$ cat config.mk
export PLATFORM = sky130hd
export DESIGN_NAME = tlv_record_splitter_flat
export DESIGN_NICKNAME = d
export VERILOG_FILES = /design/src/hw/rtl/tlvrs_pkg.sv /design/src/hw/rtl/tlvrs_stream_if.sv /design/src/hw/rtl/tlvrs_parser.sv /design/src/hw/rtl/tlvrs_out_reg.sv /design/src/hw/rtl/tlv_record_splitter.sv /design/src/flat_wrapper.sv
export SDC_FILE = /design/constraint.sdc
export NUM_CORES = 1
export LEC_CHECK = 0
export BUFFER_PORTS_ARGS = -buffer_cell sky130_fd_sc_hd__buf_2
export CAP_MARGIN = 20
export CORE_MARGIN = 3
export CORE_UTILIZATION = 60
export CTS_CLUSTER_SIZE = 30
export DETAILED_ROUTE_END_ITERATION = 12
export PLACE_DENSITY = 0.81
export SLEW_MARGIN = 20
export SYNTH_ARGS = -nofsm -noshare
export SYNTH_HDL_FRONTEND = slang
export SYNTH_SLANG_ARGS = --single-unit
$ cat constraint.sdc
create_clock -name clk_i -period 6.39 [get_ports clk_i]
set_clock_uncertainty 0.2 [all_clocks]
set_input_delay 0.9585 -clock clk_i [delete_from_list [all_inputs] [get_ports clk_i]]
set_output_delay 0.9585 -clock clk_i [all_outputs]
set_load 0.01 [all_outputs]
$ cat src/hw/rtl/tlvrs_pkg.sv
// Types and constants shared by the record splitter modules.
package tlvrs_pkg;

  localparam int unsigned ByteW = 8;
  localparam int unsigned LenW  = 24;

  typedef enum logic [2:0] {
    PH_ID   = 3'd0,
    PH_LEN0 = 3'd1,
    PH_LEN1 = 3'd2,
    PH_LEN2 = 3'd3,
    PH_DATA = 3'd4
  } phase_e;

  typedef struct packed {
    logic [ByteW-1:0] data_byte;
  } in_item_t;

  typedef struct packed {
    logic [ByteW-1:0] record_id;
    logic [ByteW-1:0] payload_byte;
    logic [LenW-1:0]  payload_offset;
    logic             empty_record;
    logic             last_of_record;
  } out_item_t;

endpackage

$ cat src/hw/rtl/tlvrs_stream_if.sv
// Valid/ready stream interface carrying one payload item per transfer.
interface tlvrs_stream_if #(
  parameter type payload_t = logic
) ();
  logic     valid;
  logic     ready;
  payload_t payload;

  modport source (output valid, output payload, input ready);
  modport sink (input valid, input payload, output ready);
endinterface

$ cat src/hw/rtl/tlvrs_parser.sv
// Input register and record header/payload state machine.
module tlvrs_parser import tlvrs_pkg::*; (
  input  logic                clk_i,
  input  logic                rst_ni,
  tlvrs_stream_if.sink        in_i,
  output logic                res_valid_o,
  output out_item_t           res_o,
  input  logic                res_ready_i
);

  logic             s1_valid_q, s1_valid_d;
  logic [ByteW-1:0] s1_byte_q;
  logic             s1_fire;

  phase_e           phase_q, phase_d;
  logic [ByteW-1:0] id_q, id_d;
  logic [LenW-1:0]  rem_q, rem_d;
  logic [LenW-1:0]  pos_q, pos_d;
  logic [LenW-1:0]  len_full;
  logic             is_last;

  assign in_i.ready = !s1_valid_q || res_ready_i;
  assign s1_fire    = s1_valid_q && res_ready_i;

  always_comb begin
    s1_valid_d = s1_valid_q;
    if (in_i.ready) begin
      s1_valid_d = in_i.valid;
    end
  end

  always_ff @(posedge clk_i or negedge rst_ni) begin
    if (!rst_ni) begin
      s1_valid_q <= 1'b0;
    end else begin
      s1_valid_q <= s1_valid_d;
    end
  end

  always_ff @(posedge clk_i) begin
    if (in_i.valid && in_i.ready) begin
      s1_byte_q <= in_i.payload.data_byte;
    end
  end

  assign len_full = {rem_q[LenW-1:ByteW], s1_byte_q};
  assign is_last  = (rem_q[LenW-1:1] == '0);

  always_comb begin
    phase_d     = phase_q;
    id_d        = id_q;
    rem_d       = rem_q;
    pos_d       = pos_q;
    res_valid_o = 1'b0;
    res_o       = '0;
    res_o.record_id = id_q;
    case (phase_q)
      PH_LEN0: begin
        rem_d   = {s1_byte_q, {(LenW-ByteW){1'b0}}};
        phase_d = PH_LEN1;
      end
      PH_LEN1: begin
        rem_d   = {rem_q[LenW-1:2*ByteW], s1_byte_q, {ByteW{1'b0}}};
        phase_d = PH_LEN2;
      end
      PH_LEN2: begin
        rem_d = len_full;
        pos_d = '0;
        if (len_full == '0) begin
          res_valid_o          = s1_valid_q;
          res_o.empty_record   = 1'b1;
          res_o.last_of_record = 1'b1;
          phase_d              = PH_ID;
        end else begin
          phase_d = PH_DATA;
        end
      end
      PH_DATA: begin
        res_valid_o          = s1_valid_q;
        res_o.payload_byte   = s1_byte_q;
        res_o.payload_offset = pos_q;
        res_o.last_of_record = is_last;
        rem_d                = rem_q - LenW'(1);
        pos_d                = pos_q + LenW'(1);
        if (is_last) begin
          rem_d   = '0;
          phase_d = PH_ID;
        end
      end
      default: begin
        id_d    = s1_byte_q;
        rem_d   = '0;
        pos_d   = '0;
        phase_d = PH_LEN0;
      end
    endcase
  end

  always_ff @(posedge clk_i or negedge rst_ni) begin
    if (!rst_ni) begin
      phase_q <= PH_ID;
      id_q    <= '0;
      rem_q   <= '0;
      pos_q   <= '0;
    end else if (s1_fire) begin
      phase_q <= phase_d;
      id_q    <= id_d;
      rem_q   <= rem_d;
      pos_q   <= pos_d;
    end
  end

endmodule

$ cat src/hw/rtl/tlvrs_out_reg.sv
// Result register driving the output channel.
module tlvrs_out_reg import tlvrs_pkg::*; (
  input  logic           clk_i,
  input  logic           rst_ni,
  input  logic           res_valid_i,
  input  out_item_t      res_i,
  output logic           res_ready_o,
  tlvrs_stream_if.source out_o
);

  logic      valid_q, valid_d;
  out_item_t data_q;
  logic      load;

  assign res_ready_o = !valid_q || out_o.ready;
  assign load        = res_valid_i && res_ready_o;

  always_comb begin
    valid_d = valid_q;
    if (res_ready_o) begin
      valid_d = res_valid_i;
    end
  end

  always_ff @(posedge clk_i or negedge rst_ni) begin
    if (!rst_ni) begin
      valid_q <= 1'b0;
    end else begin
      valid_q <= valid_d;
    end
  end

  always_ff @(posedge clk_i) begin
    if (load) begin
      data_q <= res_i;
    end
  end

  assign out_o.valid   = valid_q;
  assign out_o.payload = data_q;

endmodule

$ cat src/hw/rtl/tlv_record_splitter.sv
// Top level of the TLV record splitter.
// Input channel in_i takes one byte of the record stream per transfer. Each record is
// an identifier byte, a 24-bit big-endian length and that many payload bytes.
// Output channel out_o gives one result per payload byte: identifier, the byte, its
// offset in the payload and a last flag; a zero-length record gives one result with
// empty_record and last_of_record set, on its last length byte; other header bytes give no result.
// A byte taken on in_i passes the input register, then the result register, to out_o.
// Throughput: one byte per cycle while out_o is not stalling; the header/payload state advances once per byte.
// Reset clears the parser state to expect an identifier byte and drops both
// registers' valid flags.
// When out_o stalls with a result held, the input register holds its byte and in_i
// deasserts ready once that register is full; no transfer is lost or repeated.
module tlv_record_splitter import tlvrs_pkg::*; (
  input  logic           clk_i,
  input  logic           rst_ni,
  tlvrs_stream_if.sink   in_i,
  tlvrs_stream_if.source out_o
);

  logic      res_valid;
  logic      res_ready;
  out_item_t res;

  tlvrs_parser u_parser (
    .clk_i       (clk_i),
    .rst_ni      (rst_ni),
    .in_i        (in_i),
    .res_valid_o (res_valid),
    .res_o       (res),
    .res_ready_i (res_ready)
  );

  tlvrs_out_reg u_out_reg (
    .clk_i       (clk_i),
    .rst_ni      (rst_ni),
    .res_valid_i (res_valid),
    .res_i       (res),
    .res_ready_o (res_ready),
    .out_o       (out_o)
  );

  // Input only stalls behind a stalled output
  a_in_stall_cause: assert property (@(posedge clk_i) disable iff (!rst_ni)
    in_i.valid && !in_i.ready |-> out_o.valid && !out_o.ready)
    else $error("input stalled while output free");

  a_empty_fields: assert property (@(posedge clk_i) disable iff (!rst_ni)
    out_o.valid && out_o.payload.empty_record |->
      out_o.payload.last_of_record && out_o.payload.payload_offset == '0
      && out_o.payload.payload_byte == '0)
    else $error("empty record result malformed");

  a_res_needs_room: assert property (@(posedge clk_i) disable iff (!rst_ni)
    res_valid && !res_ready |-> out_o.valid && !out_o.ready)
    else $error("result refused with output free");

endmodule

$ cat src/flat_wrapper.sv
// flat-port wrapper written by rule: the top's interface ports become plain ports
module tlv_record_splitter_flat import tlvrs_pkg::*;
  (clk_i, rst_ni, in_i_valid, in_i_payload, in_i_ready, out_o_valid, out_o_payload, out_o_ready);
  tlvrs_stream_if #(.payload_t(in_item_t)) in_i_i ();
  tlvrs_stream_if #(.payload_t(out_item_t)) out_o_i ();
  input  logic clk_i;
  input  logic rst_ni;
  input wire logic [$bits(in_i_i.valid)-1:0] in_i_valid;
  input wire logic [$bits(in_i_i.payload)-1:0] in_i_payload;
  output wire logic [$bits(in_i_i.ready)-1:0] in_i_ready;
  output wire logic [$bits(out_o_i.valid)-1:0] out_o_valid;
  output wire logic [$bits(out_o_i.payload)-1:0] out_o_payload;
  input wire logic [$bits(out_o_i.ready)-1:0] out_o_ready;
  assign in_i_i.valid = in_i_valid;
  assign in_i_i.payload = in_i_payload;
  assign in_i_ready = in_i_i.ready;
  assign out_o_valid = out_o_i.valid;
  assign out_o_payload = out_o_i.payload;
  assign out_o_i.ready = out_o_ready;
  tlv_record_splitter u_core (.clk_i(clk_i), .rst_ni(rst_ni), .in_i(in_i_i), .out_o(out_o_i));
endmodule
==> run_results.csv, run 1 <==
group,metric,value,unit
run_status,status,"finished, final reports clean",
power,power_frac_clock,0.195,
yosys,synth_area,5125,sq um
grt,antenna_found_initial,0,
clock_tree,cts-resized-gates,0,
clock_tree,clockBufferDepth,2,
floorplanning,num_io_pins,56,
routing,wirelength,11080,um
routing,vias_per_cell,6.254,
clock_tree,numCtsBuffers,9,
worst_setup_path,crit_chain,"nor4_1 -> nand4_1 -> nor4_1 -> nor2_1 -> nor2_4 -> buf_12",
yosys,seq_area_frac_synth,0.5908,
yosys,syn_nets,466,
placement,dp_cells,596,
yosys,synthDistinctLibCells,55,
grt,grt_first_pass_wirelength,18830,um
yosys,synth-edff-count,50,
power,p_leak,2.210,nW
placement,dpl.hpwl,7398,um
timing,tns,0,ns
floorplanning,dieArea,9687,sq um
power,switching_share,0.3868,
worst_setup_path,path_common_cell,"nor4_1",
placement,post-place-ws,2.898,ns
grt,track_usage,0.2444,
timing,tightest_slew,1.080,ns
worst_setup_path,slowest_delay,0.65,ns
worst_setup_path,cpMaxStageDelayCell,"nor4_1",
worst_setup_path,start_kind,"register",
timing,hold_viol_final,0,
yosys,yosysTopAreaCell,"dfrtp_1",
finish,areaGrowthSynthToFinish,11.11,%
clock_tree,cts_tree,"built",
timing,finalMaxSlewViolations,0,
placement,port_buffers,55,
clock_tree,post_cts_buffers,0,
yosys,async_reset_ff_frac,0.5495,
finish,diodes,0,
clock_tree,cts_root_buffer,"clkbuf_8",
worst_setup_path,end_kind,"register",
clock_tree,cts.sinks,111,
timing,rsz0062_at_grt,"no",
worst_setup_path,cp_top_family,"simple AND/OR/NAND/NOR gates",
clock_tree,clk_pin_slew,0.10,ns
yosys,yosysWarnings,0,
timing,period_minus_slack,3.256,ns
floorplanning,chipHeight,98.42,um
floorplanning,fp-row-count,33,
worst_hold_path,worstHoldPathType,"reg2reg",
worst_setup_path,path_class,"reg2reg",
power,p_per_area,391.4,nW/um^2
power,internal_power,1.367,mW
timing,setup_ws,3.134,ns
floorplanning,coreArea,8258,sq um
yosys,ys_seq_elements,111,
timing,timing.fmax,307.1,MHz
finish,fin_cells,613,
worst_setup_path,arrival,3.13,ns
finish,finalNetCount,517,
routing,postRouteAntennaNets,0,
timing,max_slew_margin,0.2794,
worst_setup_path,path_buf_inv,1,
placement,place_area,5465,sq um
finish,drive_above_1_share,0.1890,
worst_setup_path,crit_fanout,31,
clock_tree,ctsHoldBuffers,0,
yosys,synth.most_common_cell,"dfrtp_1",
floorplanning,start_util,0.6206,
power,p_switching,862.1,uW
clock_tree,clock_latency,0.38,ns
routing,drtIter0Drc,267,
routing,post-route-drc-count,0,
power,ir_drop,0.1996,mV
power,finalPower,2.229,mW
finish,final_area,5694,sq um
yosys,syn_avg_cell_area,11.34,sq um
placement,gp_congestion,0.9412,
power,power_frac_seq,0.459,
power,combPwrFrac,0.346,
clock_tree,ctsHtreeMaxLevel,3,
job,maxCapViolCount,0,
routing,dr.pass1.iters,5,
grt,grt_overflow_total,0,
grt,grt_max_degree,62,
timing,setup_viol_count_final,0,
grt,grt_pass1_vias,3667,
floorplanning,die_x,98.42,um
yosys,netlist_instances,452,
timing,period_share,0.5096,
worst_setup_path,crit_required,6.27,ns
yosys,netlist_top_cells_count,"dfrtp_1, edfxtp_1, nor2_1, and2_1, nand2_1",
routing,routedWlPerCell,18.08,um
yosys,synth.area.top_cells,"dfrtp_1, edfxtp_1, and2_1",
routing,vias,3834,
yosys,yosys.area.top_type_share,0.2979,
yosys,synthFlopType,"dfrtp_1",
==> cells in the final DEF (no fill, tap or decap), types with 4 or more instances in the layout <==
master    netlist  layout
dfrtp_1        61      61
buf_2           2      55
edfxtp_1       50      50
nor2_1         39      37
nand2_1        31      31
and2_1         31      31
o21ai_0        29      29
nor4_1         18      18
xnor2_1        18      18
a21oi_1        17      17
a22oi_1        12      12
inv_1          10      10
nand3_1        10      10
clkbuf_8        0      10
or3_1           9       9
nor3_1          9       9
mux2_2          8       8
nand4_1         7       7
and4_1          4       4
nand2b_1        4       4
a221o_1         4       4
a32oi_1         4       4
==> cells by family after synthesis <==
kind of cell | Yosys count | synth area share
buf+inv | 28 | 0.02466
fa+ha+maj | 2 | 0.004882
compound gates | 96 | 0.1243
simple gates | 186 | 0.2019
flops | 111 | 0.5908
xor+xnor | 21 | 0.03589
mux | 8 | 0.01758
==> per-layer routing <==
metal / global-route usage / up-vias / part of all wire
met2: 0.3593 / 190 / 0.45
met3: 0.04246 / 32 / 0.078
li1: - / 1776 / -
met1: 0.3657 / 1836 / 0.44
met4: 0.09769 / 0 / 0.031
met5: 0 / - / 0
==> worst reg2reg max path, delay by kind of cell (launching register included) <==
| kind | cells | cell delay (ns) |
|---|---|---|
| buf+inv | 1 | 0.26 |
| flops | 1 | 0.44 |
| simple gates | 5 | 2.05 |
==> final timing paths <==
kind	cells past startpoint	end	from	slack (ns)
max	6	u_core.u_out_reg.out_o.payload[37]	u_core.u_parser.rem_q[12]	3.13
min	0	u_core.u_out_reg.out_o.payload[40]	u_core.u_parser.id_q[6]	0.26
max reg2reg	6	u_core.u_out_reg.out_o.payload[37]	u_core.u_parser.rem_q[12]	3.13
min reg2reg	0	u_core.u_out_reg.out_o.payload[40]	u_core.u_parser.id_q[6]	0.26
max in group asynchronous	2	u_core.u_parser.s1_valid_q	rst_ni	4.92
min in group asynchronous	2	u_core.u_parser.id_q[7]	rst_ni	0.53
==> layout make-up <==
type	count	area, sq um
repair buffers	58	310.3
clock buffers	11	141.4
inverters	10	37.54
fillers	627	2564
multi-input cells	313	1981
flip-flops and latches	111	3028
clock inverters	5	65.06
well taps	105	131.4
==> metrics by stage <==
step	hold slack, ns	util
after detailed placement	0.2308	0.6618
after CTS	0.2556	0.6868
final	0.2550	0.6895
after global routing	0.2758	0.6895
after global placement	0.2281	0.6618
after floorplan	0.2194	-
==> power groups by stage <==
stage | Combinational, mW | Sequential (mW) | Clock (mW)
2_1_floorplan | 0.628 | 0.983 | 0
3_3_place_gp | 0.727 | 1.02 | 0
6_report | 0.770 | 1.02 | 0.435
5_1_grt | 0.850 | 1.04 | 0.474
4_1_cts | 0.757 | 1.02 | 0.440
3_5_place_dp | 0.750 | 1.03 | 0
==> registers in the layout, indices dropped and copies added, names as in the netlist <==
register / cells
u_core.u_out_reg.out_o.payload: 42
u_core.u_out_reg.out_o.valid: 1
u_core.u_parser.id_q: 8
u_core.u_parser.phase_q: 3
u_core.u_parser.pos_q: 24
u_core.u_parser.rem_q: 24
u_core.u_parser.s1_byte_q: 8
u_core.u_parser.s1_valid_q: 1
Note: power is estimated with default switching activity, not from simulation.
==> inputs of run 2 (changes only) <==
ABC_AREA = 1   (was not set)
CORE_UTILIZATION = 59   (was 60)
PLACE_DENSITY = 0.8   (was 0.81)
clock period = 3.3 ns   (was 6.39 ns; I/O delays follow)
==> run 2 against run 1 <==
Compared with the run above: first-iteration DRC count increased by 26%; clock power is 110% higher; flip-flop and latch count stayed put; die area grew 11%; register-to-register slack worse by 2.3 ns; count of clock-buffer cells in the layout down 2; total power increased to 2.5 times the previous value; critical path depth grew 2; cell count rose by 43%; non-clock buffer count rose by 5; sequential power increased by 93%; sequential share of layout area decreased by 5.2 points; critical endpoint is now u_core.u_out_reg.out_o.payload[15].
==> run_results.csv, run 2 <==
group,metric,value,unit
routing,routedWlPerCell,15.84,um
yosys,synth.most_common_cell,"nand2_1",
grt,grt_pass1_vias,4735,
worst_setup_path,arrival,2.33,ns
placement,dpl.hpwl,10170,um
worst_hold_path,worstHoldPathType,"in2reg",
placement,place_area,6081,sq um
power,p_leak,2.920,nW
grt,antenna_found_initial,0,
clock_tree,ctsHoldBuffers,1,
routing,vias_per_cell,5.457,
yosys,synth_xor_area_frac,0.01859,
worst_setup_path,path_class,"reg2reg",
finish,fin_cells,877,
worst_setup_path,path_buf_inv,2,
finish,final_area,6311,sq um
placement,dp_cells,860,
finish,largest_reg_flops,42,
yosys,syn_nets,694,
floorplanning,start_util,0.6089,
finish,layout_common_cells,"nand2_1, nor2_1, inv_1, dfrtp_1, buf_2",
placement,post-place-ws,0.6247,ns
finish,areaGrowthSynthToFinish,11.64,%
yosys,synthSimpleGateAreaFrac,0.3216,
yosys,seq_area_frac_synth,0.5356,
timing,tns,0,ns
yosys,ys_seq_elements,111,
clock_tree,cts.sinks,111,
grt,grt_first_pass_wirelength,23120,um
timing,rsz0062_at_grt,"no",
yosys,synth-edff-count,50,
timing,timing.fmax,398.5,MHz
yosys,syn_avg_cell_area,8.313,sq um
placement,port_buffers,55,
placement,gp_congestion,0.9228,
power,p_per_area,899.8,nW/um^2
worst_setup_path,path_common_cell,"nor2_1",
clock_tree,cts_tree,"built",
worst_setup_path,start_kind,"register",
floorplanning,dieArea,10790,sq um
floorplanning,fp-row-count,35,
yosys,yosysWarnings,0,
clock_tree,numCtsBuffers,9,
routing,post-route-drc-count,0,
finish,diodes,0,
timing,period_share,0.7604,
yosys,synthDistinctLibCells,32,
timing,max_slew_margin,0.5442,
timing,setup_viol_count_final,0,
worst_setup_path,cpMaxStageDelayCell,"buf_4",
worst_setup_path,slowest_delay,0.46,ns
clock_tree,clk_pin_slew,0.11,ns
yosys,synthFlopType,"dfrtp_1",
timing,setup_ws,0.7907,ns
power,ir_drop,0.5373,mV
clock_tree,ctsHtreeMaxLevel,3,
yosys,synth_area,5653,sq um
routing,postRouteAntennaNets,0,
clock_tree,cts-resized-gates,0,
worst_setup_path,crit_required,3.12,ns
timing,period_minus_slack,2.509,ns
yosys,synthAdderAreaFrac,0.004427,
floorplanning,coreArea,9284,sq um
yosys,async_reset_ff_frac,0.5495,
yosys,synth_mux_area_frac,0,
grt,grt_overflow_total,0,
run_status,status,"finished, final reports clean",
job,maxCapViolCount,0,
finish,finalNetCount,757,
clock_tree,post_cts_buffers,0,
yosys,yosys.area.top_type_share,0.2700,
clock_tree,clock_latency,0.38,ns
floorplanning,die_x,103.9,um
yosys,synth-compound-area-share,0.05733,
worst_setup_path,end_kind,"register",
timing,hold_viol_final,0,
routing,vias,4786,
yosys,netlist_instances,680,
yosys,yosysTopAreaCell,"dfrtp_1",
yosys,netlist_top_cells_count,"nand2_1, nor2_1, inv_1, dfrtp_1, edfxtp_1",
worst_setup_path,crit_fanout,42,
floorplanning,chipHeight,103.9,um
worst_setup_path,cp_top_family,"simple AND/OR/NAND/NOR gates",
routing,dr.pass1.iters,5,
grt,grt_max_degree,43,
finish,drive_above_1_share,0.1551,
routing,wirelength,13890,um
worst_setup_path,crit_chain,"nor2_1 -> nand2_1 -> nor2_1 -> nand3_1 -> nor2_4 -> o21ai_0 -> inv_1 -> buf_4",
yosys,synth_top_family_by_area,"simple AND/OR/NAND/NOR gates",
finish,final_common_cell,"nand2_1",
routing,drtIter0Drc,336,
floorplanning,num_io_pins,56,
timing,holdWs,0.08826,ns
clock_tree,clockBufferDepth,2,
clock_tree,cts_root_buffer,"clkbuf_8",
grt,track_usage,0.2692,
yosys,synth.area.top_cells,"dfrtp_1, edfxtp_1, nand2_1",
timing,tightest_slew,0.6836,ns
timing,finalMaxSlewViolations,0,
-- run 2: changes by cell type in the layout (fill, tap and decap cells not counted), moves of 9 or more --
cell,before,now
nand2_1,31,216
inv_1,10,70
nor2_1,37,92
and2_1,31,0
nand3_1,10,36
nor4_1,18,0
nand4_1,7,23
o21ai_1,3,17
xnor2_1,18,5
a22oi_1,12,0
or3_1,9,0
-- run 2: final timing paths --
kind	from	end	slack (ns)	cells past startpoint
setup / recovery	u_core.u_parser.rem_q[14]	u_core.u_out_reg.out_o.payload[15]	0.79	8
hold / removal	in_i_payload[3]	u_core.u_parser.s1_byte_q[3]	0.09	1
setup reg to reg	u_core.u_parser.rem_q[14]	u_core.u_out_reg.out_o.payload[15]	0.79	8
hold reg to reg	u_core.u_parser.id_q[5]	u_core.u_out_reg.out_o.payload[39]	0.26	0
max in group asynchronous	rst_ni	u_core.u_parser.pos_q[1]	1.68	3
min in group asynchronous	rst_ni	u_core.u_parser.pos_q[13]	0.50	2
-- run 2: stage by stage --
stage | utilization | power (mW)
3_5_place_dp | 0.6550 | 4.749
6_report | 0.6798 | 5.678
5_1_grt | 0.6798 | 6.143
4_1_cts | 0.6798 | 5.659
3_3_place_gp | 0.6550 | 4.731
2_1_floorplan | - | 4.077
-- run 2: area by class of cell --
type	instances	area [sq um]
Clock buffer	9	123.9
Clock inverter	7	96.34
Fill cell	799	2973
Inverter	77	291.5
Multi-Input combinational cell	481	2272
Sequential cell	111	3028
Tap cell	129	161.4
Timing Repair Buffer	63	337.8
-- run 2: kinds of logic (layout without fill, tap and decap cells) --
| family | count (synthesis) | after routing |
|---|---|---|
| simple gates | 405 | 405 |
| xor+xnor | 12 | 12 |
| compound gates | 62 | 62 |
| fa+ha+maj | 2 | 2 |
| flops | 111 | 111 |
| buf+inv | 88 | 156 |
-- run 2: power breakdown --
group / leakage, nW / internal (mW) / switching [mW]
clock: 0.107 / 0.430 / 0.469
combinational: 1.50 / 0.852 / 1.95
sequential: 1.31 / 1.72 / 0.259
-- run 2: worst reg2reg max path, delay by kind of cell (launching register included) --
family          cells  cell delay [ns]
compound gates      1             0.10
buf+inv             2             0.54
flops               1             0.44
simple gates        5             0.84
-- run 2: layer usage --
layer / up-vias / global-route usage / wire, um
met5: - / 0 / 0
met4: 0 / 0.1007 / 378
met3: 39 / 0.04718 / 676
met2: 157 / 0.4786 / 7144
met1: 2267 / 0.3278 / 5692
li1: 2323 / - / -
